### src/rtl/tmcb_mod.sv
// Three-stage pipelined remainder by a constant divisor (reciprocal multiply).
module tmcb_mod #(
  parameter int IN_W = 16,
  parameter int DIV  = 48
) (
  input  logic            clk,
  input  logic            en,
  input  logic [IN_W-1:0] x,
  output logic [IN_W-1:0] r
);

  // Floor reciprocal: quotient estimate is exact or one low
  localparam int          SHIFT  = IN_W + $clog2(DIV);
  localparam int          PROD_W = SHIFT + IN_W;
  localparam logic [63:0] MUL_W  = (64'd1 << SHIFT) / 64'(DIV);
  localparam logic [IN_W:0] MUL  = MUL_W[IN_W:0];

  logic [PROD_W-1:0] prod;
  logic [IN_W-1:0]   q1_r;
  logic [IN_W-1:0]   x1_r;
  logic [IN_W-1:0]   qd2_r;
  logic [IN_W-1:0]   x2_r;
  logic [IN_W-1:0]   diff;
  logic [IN_W-1:0]   r_r;

  assign prod = PROD_W'(x) * PROD_W'(MUL);

  // Stage 1: quotient estimate
  always_ff @(posedge clk) begin
    if (en) begin
      q1_r <= prod[SHIFT +: IN_W];
      x1_r <= x;
    end
  end

  // Stage 2: quotient times divisor
  always_ff @(posedge clk) begin
    if (en) begin
      qd2_r <= IN_W'(32'(q1_r) * 32'(DIV));
      x2_r  <= x1_r;
    end
  end

  // Stage 3: remainder with one correction step
  assign diff = x2_r - qd2_r;

  always_ff @(posedge clk) begin
    if (en) begin
      if (32'(diff) >= 32'(DIV)) begin
        r_r <= diff - IN_W'(DIV);
      end else begin
        r_r <= diff;
      end
    end
  end

  assign r = r_r;

endmodule

### config.mk
export PLATFORM = sky130hd
export DESIGN_NAME = tmcb_mod
export DESIGN_NICKNAME = d
export VERILOG_FILES = /design/src/rtl/tmcb_mod.sv
export SDC_FILE = /design/constraint.sdc
export NUM_CORES = 1
export LEC_CHECK = 0
export ABC_CLOCK_PERIOD_IN_PS = 5820
export BUFFER_PORTS_ARGS = -buffer_cell sky130_fd_sc_hd__buf_2
export CELL_PAD_IN_SITES_DETAIL_PLACEMENT = 0
export CELL_PAD_IN_SITES_GLOBAL_PLACEMENT = 1
export CORE_MARGIN = 2
export CORE_UTILIZATION = 46
export DETAILED_ROUTE_END_ITERATION = 10
export PLACE_DENSITY_LB_ADDON = 0.1
export SETUP_SLACK_MARGIN = 0.1
export SYNTH_ARGS = -nofsm -noshare
export SYNTH_HDL_FRONTEND = slang
export SYNTH_SLANG_ARGS = --single-unit
### constraint.sdc
create_clock -name clk -period 5.82 [get_ports clk]
set_input_delay 0.873 -clock clk [delete_from_list [all_inputs] [get_ports clk]]
set_output_delay 0.873 -clock clk [all_outputs]
set_load 0.05 [all_outputs]
# ---- Yosys cells after proc, flatten, opt, wreduce, memory -nomap -nowiden
# Cells that the tools add are included.
dict set report word_totals {
  ff_bits 71
  inputBits 18
  out_inout_bits 16
  elab_cells 11
}
dict set report classes {
  multipliers 2
  add_sub_neg 2
  mux 1
  magnitude_cmp 1
}
# cell count
set op_table {}
lappend op_table {{$mul A16 B17 Y33 const B} 1}
lappend op_table {{$ge A16 B6 Y1 const B} 1}
lappend op_table {{$mux W16} 1}
lappend op_table {{$sub A16 B16 Y16} 1}
lappend op_table {{$sub A16 B6 Y16 const B} 1}
lappend op_table {{$mul A11 B2 Y12 const B} 1}

# ---- Depth between registers and ports, before layout
dict set report depth {
  word_depth 3
  mapped_depth 20
  depth_no_buf 20
}

# ---- Worst setup path before layout
# No wires, ideal clock.
dict set report synth_timing {
  path_kind {input-to-reg}
  from {in x[1]}
  to {reg q1_r[10] (data pin)}
  path_slack_ns -0.213
  setup_ns 0.266
  cell_stages 20
  t_arrival_ns 5.767
  path_buffers 0
  t_required_ns 5.554
  path_cell_list {ha_1 -> inv_1 -> fa_1 -> inv_1 -> fa_1 -> inv_1 -> fa_1 -> inv_1 -> fa_1 -> inv_1 -> fa_1 -> inv_1 -> ha_1 -> a21oi_1 -> o21ai_0 -> a221o_1 -> a211oi_1 -> o21ai_0 -> o41ai_1 -> xnor2_1}
}
dict set report synth_between {
  elab_chain_len 1
}
# element line
set synth_lines {}
lappend synth_lines {{start, declared} 8} ;# input logic [IN_W-1:0] x,
lappend synth_lines {{$mul A16 B17 Y33} 26} ;# assign prod = PROD_W'(x) * PROD_W'(MUL);
lappend synth_lines {{named net prod[32]} 18} ;# logic [PROD_W-1:0] prod;
lappend synth_lines {{end signal, assigned} 31} ;# q1_r <= prod[SHIFT +: IN_W];
lappend synth_lines {{end, declared} 19} ;# logic [IN_W-1:0] q1_r;
# The timed path passes the listed nets, and every way through them passes these cells.
# A chain may end at the register's enable or synchronous reset.

# ---- Worst setup path after layout
dict set report layout_timing {
  from {in x[1]}
  to {reg q1_r[7] (data pin)}
}
# Same word-level chain as after synthesis.

==> impl_results.md <==
* Yosys cell types at 63
* Vias/cell at 5.07
* Largest net degree at the start of global routing at 72
* Critical Path AT at 5.78 ns
* 1st-pass router iterations at 4
* Most common cell in the synthesized netlist: inv_1
* Final WL at 12,600 µm
* RePlAce Congestion at 0.829
* Mapped cell area at 6790 µm²
* Startpoint Class: primary input
* Multiplexer share of the synthesized area at 0.00369
* Placed instance area at 7570 µm²
* ANT nets after route at 0
* Critical-path cell list: buf_8 > ha_4 > inv_2 > fa_1 > inv_2 > fa_2 > inv_2 > fa_1 > inv_2 > fa_1 > inv_1 > fa_1 > inv_2 > ha_4 > a21oi_2 > o21ai_1 > a221o_1 > a211o_1 > a22o_1 > a211oi_2 > nor2_1
* Xor/xnor share of the synthesized area at 0.0348
* Synth cell count leaders: inv_1 (137), ha_1 (113), edfxtp_1 (71)
* Ratio of cells with drive above 1 in the final layout at 0.227
* Worst hold stages at 0
* M1 WL at 5670 µm
* Buffers on Ports at 33
* Post-synthesis net count at 795
* Total of max-cap violations at 0
* CTS clk-pin slew, worst paths at 0.06 ns
* Crit path capture type: register
* Cells after Synth at 603
* Worst-Skew Late Latency at 0.33 ns
* CP max stage delay at 0.58 ns
* Fmax at 175 MHz
* Residual DRC at 0
* Core area at 14,500 µm²
* Wire per inst at 14.2 µm
* Worst Path Buf+Inv at 7
* Setup violations, final at 0
* CP Depth at 21
* Outcome: completed
* Synth area leader: edfxtp_1
* Routed wl met2 at 6540 µm
* HP Class: register to register
* Worst slew pin tran at 0.953 ns
* Die area at 15,700 µm²
* Synth Area in Compound Gates at 0.110
* CTS tree: yes
* Die W at 125 µm
* Clk root buf: clkbuf_16
* Delay-heaviest family, CP: adder cells
* CTS buffer count at 9
* Crit Path Class: primary input to register
* Vias in the first global route at 4,803
* Critical path origin: x[1]
* RSZ-0062 raised after global routing: true
* Simple-gate share of the synthesized area at 0.0697
* Combinational family with the most area after synthesis: adder cells
* Tmin final at 5.71 ns
* Async SR Flop Fraction at 0
* Largest cells by area after synthesis: edfxtp_1 (31%), ha_1 (21%), fa_1 (18%)
* Slew Limit Fails at 0
* Die outline height at 125 µm
* Setup WS pre-CTS at -0.423 ns
* WHS at 0.413 ns
* Adder-Cell Fraction of Synth Area at 0.388
* WL met3 at 197 µm
* R2r startpoint: x2_r[4]
* H-tree Lvls at 3
* Top FF cell, synth: edfxtp_1
* Initial antenna violation count at 0
* Worst path slowest cell: fa_2
* Hold path startpoint: x1_r[9]
* Final WS setup at 0.112 ns
* Gr ovfl total at 0
* Vias at 4,510
* Number of diodes at 0
* Post-synth top area share at 0.314
* Slew Limit Headroom at 0.356
* Register area share after synthesis at 0.314
* I/O pin cnt at 34
* Sinks on Clock Net at 71
* EDFF count, synth at 71
* Ys Warns at 0
* Fin area at 8070 µm²
* Worst reg-to-reg path cell count at 10
* Hold Buf Count CTS at 0
* Post-DP HPWL at 10,800 µm
* Setup TNS at 0 ns
* Final count of hold timing violations at 0
* Worst EP required at 5.90 ns
* FF+latch count, synth at 71
* DR top layer: met4
* Critical Path Most Common Cell: inv_2
* GRT Total Usage at 0.173
* Initial Util at 0.469
* Period utilisation layout at 0.981
* # rows at 44
* Clock Path Buffers at 2
* Synth Area per Inst at 11.3 µm²
* Clk_skew at 0.00620 ns
* First-pass GRT wire length at 21,900 µm
* DRT iter0 DRCs at 134
* Final nets at 892
* CP Max Fanout at 3
* Area growth, synth to finish at 18.9%
[metrics by stage]
step           cells  utilization
2_1_floorplan    603            -
3_3_place_gp     867        0.523
3_5_place_dp     867        0.523
4_1_cts          887        0.550
5_1_grt          889        0.557
6_report         889        0.557
[final timing paths]
path	end	slack, ns
max	q1_r[7]	0.11
min	x2_r[9]	0.41
max reg2reg	r[5]	2.36
min reg2reg	x2_r[9]	0.41
[state kept, by name (all words and copies together), names as in the netlist]
name / count
qd2_r: 12
x2_r: 16
x1_r: 16
q1_r: 11
r: 16
[area by class of cell]
type	instances	area (µm²)
clock buffer	9	225
tap	184	230
inverter	137	514
multi-input combinational	391	4270
sequential	71	2130
timing repair buffer	90	617
fill	1269	6410
clock inverter	7	80.1
[cell families (layout without fill, tap and decap cells)]
| kind of cell | Yosys count | in the layout |
|---|---|---|
| compound gates | 99 | 99 |
| simple gates | 89 | 89 |
| buf+inv | 141 | 243 |
| xor+xnor | 27 | 27 |
| flops | 71 | 71 |
| mux | 2 | 2 |
| fa+ha+maj | 174 | 174 |
[placed cells by master, fill, tap and decap left out, drive strengths merged, types with 2 or more instances in the layout]
cell type / Yosys / layout
nand2b: 3 / 3
or3: 3 / 3
nor2: 19 / 19
clkinvlp: 0 / 2
o211ai: 5 / 5
clkbuf: 2 / 9
o21ai: 15 / 15
o21a: 7 / 7
nand2: 16 / 16
a21o: 7 / 7
o21bai: 5 / 5
fa: 61 / 61
xor2: 11 / 11
nor3: 9 / 9
o211a: 3 / 3
inv: 137 / 139
ha: 113 / 113
or2: 6 / 6
nand3: 6 / 6
nand4: 3 / 3
a211oi: 3 / 3
nor2b: 4 / 4
o41ai: 3 / 3
buf: 2 / 90
o2111ai: 3 / 3
a221oi: 2 / 2
and2: 2 / 2
or4: 2 / 2
xnor2: 16 / 16
clkinv: 0 / 2
and3: 3 / 3
a311o: 2 / 2
o31ai: 4 / 4
a211o: 2 / 2
nor4: 7 / 7
a31oi: 4 / 4
and4b: 2 / 2
a21oi: 24 / 24
edfxtp: 71 / 71
[layer usage]
| metal | track usage | vias up |
|---|---|---|
| li1 | - | 2286 |
| met1 | 0.216 | 2168 |
| met2 | 0.312 | 44 |
| met3 | 0.0218 | 12 |
| met4 | 0.0510 | 0 |
| met5 | 0 | - |
[repair_timing]
item | CTS | global route
resized for setup | 10 | 28
setup endpoints to repair | 7 | 8
setup buffers | 4 | 2
pin swaps | 17 | 19
Power is left out: the tool's default activity adds up to more than one toggle a clock period on the data nets, which glitch-free logic cannot reach.
